`src/design/ucs2cp_pkg.sv`:
```
`default_nettype none

package ucs2cp_pkg;

  localparam int unsigned NumDigits = 5;
  localparam int unsigned NumDivStages = NumDigits - 1;

  localparam logic [7:0] CHAR_LT    = 8'h3C;
  localparam logic [7:0] CHAR_GT    = 8'h3E;
  localparam logic [7:0] CHAR_HASH  = 8'h23;
  localparam logic [7:0] CHAR_QUEST = 8'h3F;
  localparam logic [7:0] CHAR_SPACE = 8'h20;
  localparam logic [7:0] CHAR_ZERO  = 8'h30;

  localparam logic [15:0] CYR_IO_UPPER = 16'd1025;
  localparam logic [15:0] CYR_IO_LOWER = 16'd1105;
  localparam logic [7:0]  CP_IO_UPPER  = 8'd168;
  localparam logic [7:0]  CP_IO_LOWER  = 8'd184;
  localparam logic [15:0] CYR_OFFSET   = 16'd848;
  localparam logic [7:0]  CYR_PAGE     = 8'h04;

  localparam logic [15:0] DIV10_RECIP = 16'd52429;
  localparam int unsigned DIV10_SHIFT = 19;

  typedef struct packed {
    logic                      esc;
    logic [7:0]                chr;
    logic [2:0]                nd;
    logic [15:0]               rem;
    logic [NumDigits-1:0][3:0] dig;
  } pipe_t;

endpackage

`default_nettype wire

```
`src/design/ucs2_to_cp1251_escaped_core.sv`:
```
`default_nettype none

// Converts one UCS-2 code unit per item into CP1251 bytes. A code unit that maps to a
// single CP1251 byte leaves as one byte, bytes below 0x20 replaced by '?'; any other unit
// leaves as "<#", its decimal value and "#>", seven to nine bytes. A classify stage and
// four divide-by-ten stages, each peeling off one decimal digit, let a new item enter in
// every cycle unless the serializer holds the pipeline; the one output serializer sends one
// byte per cycle while m_axis_tready_i allows, and an escaped unit with d decimal digits
// leaves as d + 4 bytes. tlast marks the final byte of each code unit.
module ucs2_to_cp1251_escaped_core (
  input  wire logic        clk_i,
  input  wire logic        rst_ni,
  input  wire logic        s_axis_tvalid_i,
  output logic             s_axis_tready_o,
  input  wire logic [15:0] s_axis_tdata_i,   // code_unit [15:0]
  output logic             m_axis_tvalid_o,
  input  wire logic        m_axis_tready_i,
  output logic [7:0]       m_axis_tdata_o,   // out_byte [7:0]
  output logic             m_axis_tlast_o
);

  localparam int unsigned NS = ucs2cp_pkg::NumDivStages + 1;

  ucs2cp_pkg::pipe_t st_q [NS];
  ucs2cp_pkg::pipe_t st_d [NS];
  logic [NS-1:0]     st_v_q;
  logic [NS:0]       rdy;

  ucs2cp_pkg::pipe_t ser_q, ser_d;
  logic              ser_v_q;
  logic [3:0]        idx_q;
  logic [3:0]        ser_len;
  logic              ser_last;
  logic              ser_ready;
  logic              out_load;
  logic [7:0]        ser_chr;
  logic [3:0]        dsel_full;
  logic [2:0]        dsel;

  logic              out_v_q;
  logic [7:0]        out_byte_q;
  logic              out_last_q;

  // Input classification and Cyrillic remap.
  logic [15:0] unit;
  logic [15:0] code;
  always_comb begin
    unit = s_axis_tdata_i;
    code = unit;
    if (unit[15:8] == ucs2cp_pkg::CYR_PAGE) begin
      priority if (unit == ucs2cp_pkg::CYR_IO_UPPER) begin
        code = {8'd0, ucs2cp_pkg::CP_IO_UPPER};
      end else if (unit == ucs2cp_pkg::CYR_IO_LOWER) begin
        code = {8'd0, ucs2cp_pkg::CP_IO_LOWER};
      end else begin
        code = unit - ucs2cp_pkg::CYR_OFFSET;
      end
    end
    st_d[0]     = '0;
    st_d[0].esc = (code[15:8] != 8'd0);
    st_d[0].chr = (code[7:0] < ucs2cp_pkg::CHAR_SPACE) ? ucs2cp_pkg::CHAR_QUEST : code[7:0];
    st_d[0].rem = unit;
    priority if (unit >= 16'd10000) begin
      st_d[0].nd = 3'd5;
    end else if (unit >= 16'd1000) begin
      st_d[0].nd = 3'd4;
    end else if (unit >= 16'd100) begin
      st_d[0].nd = 3'd3;
    end else if (unit >= 16'd10) begin
      st_d[0].nd = 3'd2;
    end else begin
      st_d[0].nd = 3'd1;
    end
  end

  // One decimal digit per stage.
  for (genvar k = 1; k < NS; k++) begin : g_div
    logic [31:0] prod;
    logic [12:0] quo;
    logic [15:0] back;
    logic [15:0] rmd;
    always_comb begin
      prod = st_q[k-1].rem * ucs2cp_pkg::DIV10_RECIP;
      quo  = prod[ucs2cp_pkg::DIV10_SHIFT +: 13];
      back = {quo, 3'd0} + {2'd0, quo, 1'b0};
      rmd  = st_q[k-1].rem - back;
      st_d[k]          = st_q[k-1];
      st_d[k].dig[k-1] = rmd[3:0];
      st_d[k].rem      = {3'd0, quo};
    end
  end

  always_comb begin
    rdy[NS] = ser_ready;
    for (int k = NS - 1; k >= 0; k--) begin
      rdy[k] = !st_v_q[k] || rdy[k+1];
    end
  end
  assign s_axis_tready_o = rdy[0];

  always_ff @(posedge clk_i or negedge rst_ni) begin
    if (!rst_ni) begin
      st_v_q <= '0;
    end else begin
      if (rdy[0]) begin
        st_v_q[0] <= s_axis_tvalid_i;
      end
      for (int k = 1; k < NS; k++) begin
        if (rdy[k]) begin
          st_v_q[k] <= st_v_q[k-1];
        end
      end
    end
  end

  always_ff @(posedge clk_i) begin
    for (int k = 0; k < NS; k++) begin
      if (rdy[k]) begin
        st_q[k] <= st_d[k];
      end
    end
  end

  // Output serializer.
  assign ser_len   = ser_q.esc ? ({1'b0, ser_q.nd} + 4'd4) : 4'd1;
  assign ser_last  = (idx_q == ser_len - 4'd1);
  assign out_load  = ser_v_q && (!out_v_q || m_axis_tready_i);
  assign ser_ready = !ser_v_q || (out_load && ser_last);
  assign dsel_full = {1'b0, ser_q.nd} + 4'd1 - idx_q;
  assign dsel      = dsel_full[2:0];

  always_comb begin
    ser_d                                   = st_q[NS-1];
    ser_d.dig[ucs2cp_pkg::NumDigits-1]      = st_q[NS-1].rem[3:0];
  end

  always_comb begin
    priority if (!ser_q.esc) begin
      ser_chr = ser_q.chr;
    end else if (idx_q == 4'd0) begin
      ser_chr = ucs2cp_pkg::CHAR_LT;
    end else if (idx_q == 4'd1) begin
      ser_chr = ucs2cp_pkg::CHAR_HASH;
    end else if (ser_last) begin
      ser_chr = ucs2cp_pkg::CHAR_GT;
    end else if (idx_q == ser_len - 4'd2) begin
      ser_chr = ucs2cp_pkg::CHAR_HASH;
    end else begin
      unique case (dsel)
        3'd0:    ser_chr = ucs2cp_pkg::CHAR_ZERO | {4'd0, ser_q.dig[0]};
        3'd1:    ser_chr = ucs2cp_pkg::CHAR_ZERO | {4'd0, ser_q.dig[1]};
        3'd2:    ser_chr = ucs2cp_pkg::CHAR_ZERO | {4'd0, ser_q.dig[2]};
        3'd3:    ser_chr = ucs2cp_pkg::CHAR_ZERO | {4'd0, ser_q.dig[3]};
        3'd4:    ser_chr = ucs2cp_pkg::CHAR_ZERO | {4'd0, ser_q.dig[4]};
        default: ser_chr = ucs2cp_pkg::CHAR_QUEST;
      endcase
    end
  end

  always_ff @(posedge clk_i or negedge rst_ni) begin
    if (!rst_ni) begin
      ser_v_q <= 1'b0;
      idx_q   <= '0;
      out_v_q <= 1'b0;
    end else begin
      if (ser_ready) begin
        ser_v_q <= st_v_q[NS-1];
        idx_q   <= '0;
      end else if (out_load) begin
        idx_q <= idx_q + 4'd1;
      end
      if (out_load) begin
        out_v_q <= 1'b1;
      end else if (m_axis_tready_i) begin
        out_v_q <= 1'b0;
      end
    end
  end

  always_ff @(posedge clk_i) begin
    if (ser_ready) begin
      ser_q <= ser_d;
    end
    if (out_load) begin
      out_byte_q <= ser_chr;
      out_last_q <= ser_last;
    end
  end

  assign m_axis_tvalid_o = out_v_q;
  assign m_axis_tdata_o  = out_byte_q;
  assign m_axis_tlast_o  = out_last_q;

endmodule

`default_nettype wire

```
`config.mk`:
```
export PLATFORM = sky130hd
export DESIGN_NAME = ucs2_to_cp1251_escaped_core
export DESIGN_NICKNAME = d
export VERILOG_FILES = /design/src/design/ucs2cp_pkg.sv /design/src/design/ucs2_to_cp1251_escaped_core.sv
export SDC_FILE = /design/constraint.sdc
export NUM_CORES = 1
export LEC_CHECK = 0
export BUFFER_PORTS_ARGS = -buffer_cell sky130_fd_sc_hd__buf_4
export CORE_ASPECT_RATIO = 0.9
export CORE_MARGIN = 1
export CORE_UTILIZATION = 53
export DETAILED_ROUTE_END_ITERATION = 6
export PLACE_DENSITY = 0.72
export SYNTH_ARGS = -nofsm -noshare
export SYNTH_HDL_FRONTEND = slang
export SYNTH_SLANG_ARGS = --single-unit
```
`constraint.sdc`:
```
create_clock -name clk_i -period 6.5 [get_ports clk_i]
set_clock_uncertainty 0.15 [all_clocks]
set_input_delay 1.625 -clock clk_i [delete_from_list [all_inputs] [get_ports clk_i]]
set_output_delay 1.625 -clock clk_i [all_outputs]
set_load 0.01 [all_outputs]
```
* After elaboration in Yosys (flattened, before gate mapping)
Memory sizes are Yosys's and may differ from the RTL's. A register that Yosys moved wholly into a read port is not among the register bits.
Index checks and enable logic that the tools add are counted.
** Storage, ports and cells
- Register bits :: 20
- Memory bits (writable) :: 240
- Bits of input ports :: 20
- Output and inout bits :: 11
- Logic and storage cells :: 95
- Memories :: 1
** Operators by class
- Add/sub/neg operators :: 15
- $mul :: 4
- Magnitude comparators :: 5
- Equality and inequality tests :: 10
- Muxes and demuxes :: 29
- Reduce and logical (&&, ||, !) cells :: 21
** Memories
- st_q :: depth 5, width 48, rd ports 5, clocked after Yosys merged registers in 1, wr ports 5, line ucs2_to_cp1251_escaped_core.sv:24 : ucs2cp_pkg::pipe_t st_q [NS];
** Operators with widths (count)
- 16-bit by 16-bit multiplier with 32-bit output (second input constant) :: 4
- 16-bit two-way mux :: 3
- 16-bit by 11-bit equality test with 1-bit output (second input constant) :: 2
- 5-bit two-way mux :: 4
- 4-bit case mux with 5 select lines :: 1
- 4-bit adder :: 4
- 16-bit by 10-bit >= comparator with 1-bit output (second input constant) :: 1
- 16-bit by 14-bit >= comparator with 1-bit output (second input constant) :: 1
- 16-bit by 4-bit >= comparator with 1-bit output (second input constant) :: 1
- 16-bit by 7-bit >= comparator with 1-bit output (second input constant) :: 1
- 8-bit two-way mux :: 2
- 16-bit by 10-bit subtractor with 16-bit output (second input constant) :: 1
- 4-bit subtractor :: 4
- 1-bit two-way mux :: 12
- 4-bit two-way mux :: 3
- 4-bit equality test :: 2
- 8-bit by 3-bit equality test with 1-bit output (second input constant) :: 1
- 8-bit by 6-bit less-than comparator with 1-bit output (second input constant) :: 1
- 8-bit nonzero test :: 1
- 1-bit logical NOT :: 7
- 1-bit logical OR :: 7
- 3-bit by 2-bit equality test with 1-bit output (second input constant) :: 2
- 3-bit two-way mux :: 2
- 3-bit by 3-bit adder with 4-bit output (second input constant) :: 1
- other kinds (13) :: 16

* Logic depth before layout (Yosys ltp)
Gate-level depths: netlist of run 1.
- Depth after elaboration :: 13
- Gate-level depth with buffers :: 27
- Gate-level depth less buffers :: 27

* Worst setup path after synthesis of run 1
No wires, ideal clock.
- Kind :: input to output
- From :: input m_axis_tready_i
- To :: output s_axis_tready_o
- Arrival time :: 4.824 ns
- Data required time :: 4.725 ns
- Slack :: -0.099 ns
- Stages on the path :: 6
- Buffers on the path :: 0
- Path through :: nor2b_1 o41ai_4 nor2_2 nand3_1 nor2_1 nand2_1
** On the way
- Longest elaborated chain between the ends :: 9
** Ends and longest elaborated chain
- start: declaration :: line ucs2_to_cp1251_escaped_core.sv:17 : input wire logic m_axis_tready_i,
- 1-bit logical OR :: line ucs2_to_cp1251_escaped_core.sv:127 : assign out_load = ser_v_q && (!out_v_q || m_axis_tready_i);
- 1-bit logical AND :: line ucs2_to_cp1251_escaped_core.sv:127
- 1-bit logical AND :: line ucs2_to_cp1251_escaped_core.sv:128 : assign ser_ready = !ser_v_q || (out_load && ser_last);
- 1-bit logical OR :: line ucs2_to_cp1251_escaped_core.sv:128
- via rdy[5] :: line ucs2_to_cp1251_escaped_core.sv:27 : logic [NS:0] rdy;
- 1-bit logical OR (3 in a row) :: line ucs2_to_cp1251_escaped_core.sv:96 : rdy[k] = !st_v_q[k] || rdy[k+1];
- via rdy[2] :: line ucs2_to_cp1251_escaped_core.sv:27
- 1-bit logical OR (2 in a row) :: line ucs2_to_cp1251_escaped_core.sv:96
- end: declaration :: line ucs2_to_cp1251_escaped_core.sv:14 : output logic s_axis_tready_o,
The timed path passes the listed nets, and every way through them passes these cells.

==> impl_metrics.json, run 1 <==
{
  "status": "finished, final reports clean",
  "hold_viol": 0,
  "num_antenna_cells": 0,
  "syn_avg_cell_area_um2": 11.3,
  "grt_use_met2_pct": 36.0,
  "die_x_um": 221,
  "synth.top_cell.area_share_pct": 26.8,
  "max_slew_margin_pct": 19.1,
  "finalSetupViolCount": 0,
  "path_buf_inv": 3,
  "seq_area_frac_synth_pct": 27.5,
  "grt_start_max_net_pins": 38,
  "postCtsHoldBufs": 0,
  "viasPerCell": 5.21,
  "final_nets": 2889,
  "worst_setup_path_end_kind": "register",
  "critical_path_class": "register to register",
  "cp_common_cell": "fa_1",
  "synth_largest_area_cell": "ha_1",
  "synth_area_leaders": "ha_1 27%, edfxtp_1 26%, fa_1 23%, inv_1 9.3%, xnor2_1 2.1%",
  "met3_usage_pct": 2.38,
  "dp_hpwl_um": 38100,
  "area_growth_pct": 9.77,
  "cp_cell_sequence": "buf_4 -> ha_1 -> inv_1 -> fa_1 -> fa_1 -> fa_1 -> inv_1 -> fa_1 -> ha_4 -> ha_4 -> nand3_1 -> or3_4 -> a21o_1 -> nand2_2 -> a21oi_2 -> xnor2_2 -> ha_2 -> xnor2_2 -> nor3b_4 -> o21bai_1 -> o221ai_1 -> a211oi_1 -> nand3_1 -> xor2_1",
  "period_share_pct": 97.3,
  "antenna_found_initial": 0,
  "worst_pin_slew_ps": 1210,
  "ioPinCount": 31,
  "clock.fmax_mhz": 158,
  "wl_um": 44500,
  "drv_cap": 0,
  "yosysWarnings": 0,
  "clk_latency_ps": 520,
  "busiest_layer": "met2",
  "synth-edff-count": 200,
  "dr_total_vias": 14000,
  "critPathMaxFanout": 4,
  "first_global_vias": 14900,
  "fillers": 3424,
  "cts_tree": "yes",
  "finalHoldWorstSlack_ps": 259,
  "drv_slew": 0,
  "grt_pass1_wl_um": 74200,
  "cts.sinks": 211,
  "postSynthCellCount": 2018,
  "synth-seq-cells": 211,
  "io_buffers": 30,
  "path_delay_family": "adder cells",
  "htree_levels": 1,
  "drive_above_1_share_pct": 8.09,
  "arrival_ps": 6430,
  "cpPeakStageDelay_ps": 600,
  "clk_pin_slew_ps": 70,
  "start_util_pct": 54.2,
  "die_h_um": 199,
  "netlist_area_um2": 22900,
  "start_kind": "register",
  "clockBufferDepth": 3,
  "crit_required_ps": 6610,
  "holdCritPathClass": "register to register",
  "wl_per_cell_um": 16.6,
  "ys.flop_type": "edfxtp_1",
  "synth_cell_type_count": 72,
  "synth-async-reset-ratio_pct": 5.21,
  "first_pass_iters": 5,
  "drc": 0,
  "core_area_um2": 42200,
  "dr.first_iter.drc_count": 704,
  "fin_crit_ps": 6320,
  "grt_use_total_pct": 21.2,
  "die_area_um2": 44000,
  "ant_nets": 0,
  "numCtsBuffers": 22,
  "slowest_stage": "fa_1",
  "synth_fp_nets": 2784,
  "cts_root_buf": "clkbuf_16",
  "grt_overflow": 0,
  "use_met1_pct": 29.9,
  "gp_congestion": 0.935,
  "rows": 71
}
cell usage in the layout (no fill, tap or decap), types with 4 or more instances in the layout:
cell type  netlist  routed
or3_1            7       6
nand3_1         16      14
nor3_1          13      13
and3_1          12      12
a21oi_1         47      44
and2_1           5       5
nand4_1         11      11
inv_1          565     564
or2_2            7       7
o211ai_1         5       5
nand2_1         52      51
nand2b_1         7       7
clkbuf_1         7       7
o21a_1           5       5
mux2i_1          7       7
o211a_1          4       4
o21ai_0         33      33
nor2_1          52      51
ha_1           489     476
a21o_1          19      19
a211oi_1         9       8
o21bai_1         4       4
buf_4            0      87
nor2b_1         18      18
ha_4             0      11
xor2_1          25      25
xnor2_1         54      51
edfxtp_1       200     200
o22ai_1          5       5
clkbuf_16        0      22
dfrtp_1         11      11
fa_1           257     257
registers in the layout, indices dropped and copies added (netlist names):
register         cells
m_axis_tdata_o       8
st_v_q               5
ser_v_q              1
idx_q                4
m_axis_tlast_o       1
st_q               159
m_axis_tvalid_o      1
ser_q               32
cell type report:
type                    count  area, um^2  area share [%]
clock inverters             9        62.6           0.249
inverters                 565        2120            8.45
flip-flops and latches    211        6280            25.0
repair buffers             90         687            2.74
clock buffers              31         604            2.41
multi-input cells        1233       14700            58.4
well taps                 547         684            2.73
logic make-up after synthesis:
logic type	share of synthesized area (%)
AND/OR/NAND/NOR	4.85
multiplexers	0.454
XOR/XNOR	3.12
flip-flops	27.5
adder cells (fa/ha/maj)	49.3
AO/OA/AOI/OAI	5.41
buffers and inverters	9.43
cells in the mapped netlist (4+ instances only):
cell type	instances
ha_1	489
edfxtp_1	200
xor2_1	25
nor2b_1	18
nor3_1	13
o21bai_1	4
xnor2_1	54
nand4_1	11
nand3_1	16
inv_1	565
or2_2	7
or3_1	7
and3_1	12
a21oi_1	47
o211ai_1	5
fa_1	257
mux2i_1	7
nand2b_1	7
dfrtp_1	11
o22ai_1	5
o211a_1	4
o21a_1	5
nand2_1	52
a21o_1	19
clkbuf_1	7
o21ai_0	33
nor2_1	52
and2_1	5
nor3b_1	4
a211oi_1	9
metrics by stage:
step / TNS (ps) / utilization, % / setup WS (ps) / instances / instance area, um^2
2_1_floorplan: 0 / - / 47.9 / 2018 / 22900
3_5_place_dp: -135 / 57.2 / -135 / 2636 / 24100
3_3_place_gp: 0 / 57.2 / 85.3 / 2636 / 24100
5_1_grt: -72.9 / 59.5 / -55.5 / 2686 / 25100
4_1_cts: 0 / 58.8 / 11.0 / 2678 / 24800
6_report: 0 / 59.5 / 177 / 2686 / 25100
worst paths after layout:
kind	start	endpoint	slack (ps)	cells after the start
max	st_q[3][27]	st_q[4][15]	180	24
min	st_q[4][43]	ser_q[43]	260	0
max reg2reg	st_q[3][27]	st_q[4][15]	180	24
min reg2reg	st_q[4][43]	ser_q[43]	260	0
max in group asynchronous	rst_ni	idx_q[2]	5270	1
min in group asynchronous	rst_ni	st_v_q[4]	770	1
per-layer routing:
metal | up-vias | wire length (um)
met1 | 6897 | 21100
met4 | 0 | 638
met3 | 47 | 1620
met5 | - | 0
met2 | 255 | 21100
li1 | 6796 | -
what timing repair did:
action                     4_1_cts  5_1_grt
pin swaps                       10       22
gates resized for setup          2       31
buffers inserted                 2        8
setup endpoints to repair        1        5
Power of run 1 is left out: the tool's default activity adds up to more than one toggle a clock period on the data nets, which glitch-free logic cannot reach.
==> run 2: changes to the inputs <==
Settings changed: ABC_AREA set to 1, CORE_MARGIN 1 to 8, PLACE_DENSITY 0.72 to 0.71.
==> run 2 against run 1 <==
- fmax rose by 2.8%
- sequential cell count did not move
- global-route usage fell by 0.70 points
- critical path depth rose by 2
- area after synthesis rose by 8.0%
- via count rose by 21%
- first-iteration DRC count rose by 50%
- clock-buffer cell count fell by 3
- design area rose by 5.9%
- hold slack got worse by 2.4 ps
- cell count rose by 22%
- sequential share of layout area fell by 1.4 points
- highest routed layer unchanged
==> impl_metrics.json, run 2 <==
{
  "final-seq-area_um2": 6280,
  "r2r_start": "st_q[3][26]",
  "postCtsSetupBuffers": 0,
  "cts.sinks": 211,
  "worstRegToRegCells": 26,
  "final.setup.worst_slack_ps": 351,
  "worstReg2RegEnd": "st_q[4][15]",
  "dp_hpwl_um": 47300,
  "crit_path_end": "st_q[4][15]",
  "critPathMaxFanout": 5,
  "ioPinCount": 31,
  "cts_root_buf": "clkbuf_16",
  "core_area_um2": 46400,
  "grt_overflow": 0,
  "start_kind": "register",
  "cts_tree": "yes",
  "gp_congestion": 0.946,
  "max_slew_margin_pct": 45.8,
  "rsz0062_at_grt": "false",
  "worst_setup_path_end_kind": "register",
  "status": "finished, final reports clean",
  "placed_area_um2": 25800,
  "met3_usage_pct": 3.28,
  "synth_fp_nets": 3338,
  "regMostFlops": "st_q",
  "rows": 75,
  "largest_reg_flops": 159,
  "fin_crit_ps": 6150,
  "postSynthCellCount": 2572,
  "grt_use_met2_pct": 34.7,
  "postCtsHoldBufs": 0,
  "post-place-ws_ps": 422,
  "fillers": 4039,
  "dr.first_iter.drc_count": 1054,
  "synth-edff-count": 200,
  "ant_nets": 0,
  "yosysMostFrequentCell": "inv_1",
  "num_antenna_cells": 0,
  "syn_avg_cell_area_um2": 9.60,
  "dr_total_vias": 17000,
  "grt_start_max_net_pins": 39,
  "drive_above_1_share_pct": 3.99,
  "cp-startpoint": "st_q[3][26]",
  "use_met1_pct": 27.7,
  "wl_per_cell_um": 16.6,
  "die_h_um": 221,
  "worst_pin_slew_ps": 792,
  "numCtsBuffers": 24,
  "netlist_top_cells_count": "690 x inv_1, 489 x ha_1, 358 x nand2_1",
  "wl_um": 54200,
  "slowest_stage": "fa_1",
  "busiest_layer": "met2",
  "die_area_um2": 53800,
  "cts_resized": 0,
  "area_growth_pct": 7.60,
  "io_buffers": 30,
  "final_cell_mix": "690 x inv_1, 489 x ha_1, 358 x nand2_1",
  "synth_largest_area_cell": "ha_1",
  "clk_pin_slew_ps": 60,
  "finalSetupViolCount": 0,
  "clock.fmax_mhz": 163,
  "period_share_pct": 94.6,
  "synth_area_leaders": "ha_1 25%, edfxtp_1 24%, fa_1 21%, inv_1 10%, nand2_1 5.4%",
  "cpPeakStageDelay_ps": 550,
  "crit_required_ps": 6650,
  "final_area_um2": 26600,
  "viasPerCell": 5.19,
  "multi_input_area_um2": 15800,
  "drv_slew": 0,
  "synth.top_cell.area_share_pct": 24.8,
  "netlist_area_um2": 24700,
  "hold_viol": 0,
  "critical_path_class": "register to register",
  "first_pass_iters": 5,
  "grt_use_total_pct": 20.5,
  "final_nets": 3404,
  "ys.flop_type": "edfxtp_1",
  "first_global_vias": 17900,
  "clk_latency_ps": 530,
  "drc": 0,
  "holdCritPathClass": "register to register",
  "clockBufferDepth": 3,
  "seq_area_frac_synth_pct": 25.4,
  "synth-async-reset-ratio_pct": 5.21,
  "drv_cap": 0,
  "die_x_um": 244,
  "reg2reg_slack_ps": 350,
  "final_common_cell": "inv_1",
  "arrival_ps": 6300,
  "start_util_pct": 53.3,
  "tns_ps": 0,
  "yosysWarnings": 0,
  "grt_pass1_wl_um": 90400,
  "synth_cell_type_count": 50,
  "htree_levels": 1,
  "synth-seq-cells": 211,
  "antenna_found_initial": 0
}
[run 2: cell types whose count changed after synthesis, sizes merged, moves of 9 or more]
cell,delta
a21oi,+49
and3,-11
a31oi,+9
xor2,+12
nand3b,+9
nor2b,-18
o21ai,+21
nand3,+68
nand2,+312
inv,+128
nor2,+69
xnor2,-27
[run 2: area by class of cell]
type	count	share of cell area, %
inverters	694	9.80
clock inverters	16	0.650
multi-input cells	1665	59.4
flip-flops and latches	211	23.6
well taps	616	2.90
clock buffers	28	2.39
repair buffers	42	1.19
[run 2: critical path: cells and delay by family, from the launching register on]
| kind | cells | cell delay [ps] |
|---|---|---|
| buf+inv | 7 | 400 |
| xor+xnor | 1 | 150 |
| flops | 1 | 500 |
| simple gates | 9 | 960 |
| fa+ha+maj | 8 | 3540 |
| compound gates | 1 | 200 |
[run 2: metrics by stage]
stage	utilization, %	hold slack, ps	instances
5_1_grt	57.3	266	3272
6_report	57.3	257	3272
2_1_floorplan	-	250	2572
3_3_place_gp	55.6	251	3228
4_1_cts	57.3	254	3272
3_5_place_dp	55.6	255	3228
[run 2: worst min-delay path by stage]
stage | from | endpoint | slack, ps | cells past startpoint
2_1_floorplan | st_q[4][0] | ser_q[0] | 250 | 0
3_3_place_gp | st_q[3][45] | st_q[4][45] | 250 | 0
3_5_place_dp | st_q[4][1] | ser_q[1] | 250 | 0
4_1_cts | st_q[4][1] | ser_q[1] | 250 | 0
5_1_grt | st_q[4][1] | ser_q[1] | 270 | 0
6_report | st_q[4][1] | ser_q[1] | 260 | 0
[run 2: cells by family after synthesis]
logic type / share of synthesized area, %
DFF: 25.4
xor gates and xnor gates: 2.33
AOI/OAI and AO/OA: 4.92
and+or+nand+nor: 11.1
buffers and inverters: 10.6
adders and majority gates: 45.6
[run 2: layer usage]
layer  vias up  routed length [um]
li1       8326                   -
met1      8230               24600
met2       369               25800
met3        70                2770
met4         0                 996
met5         -                   0
Power of run 2 is left out for the same reason.
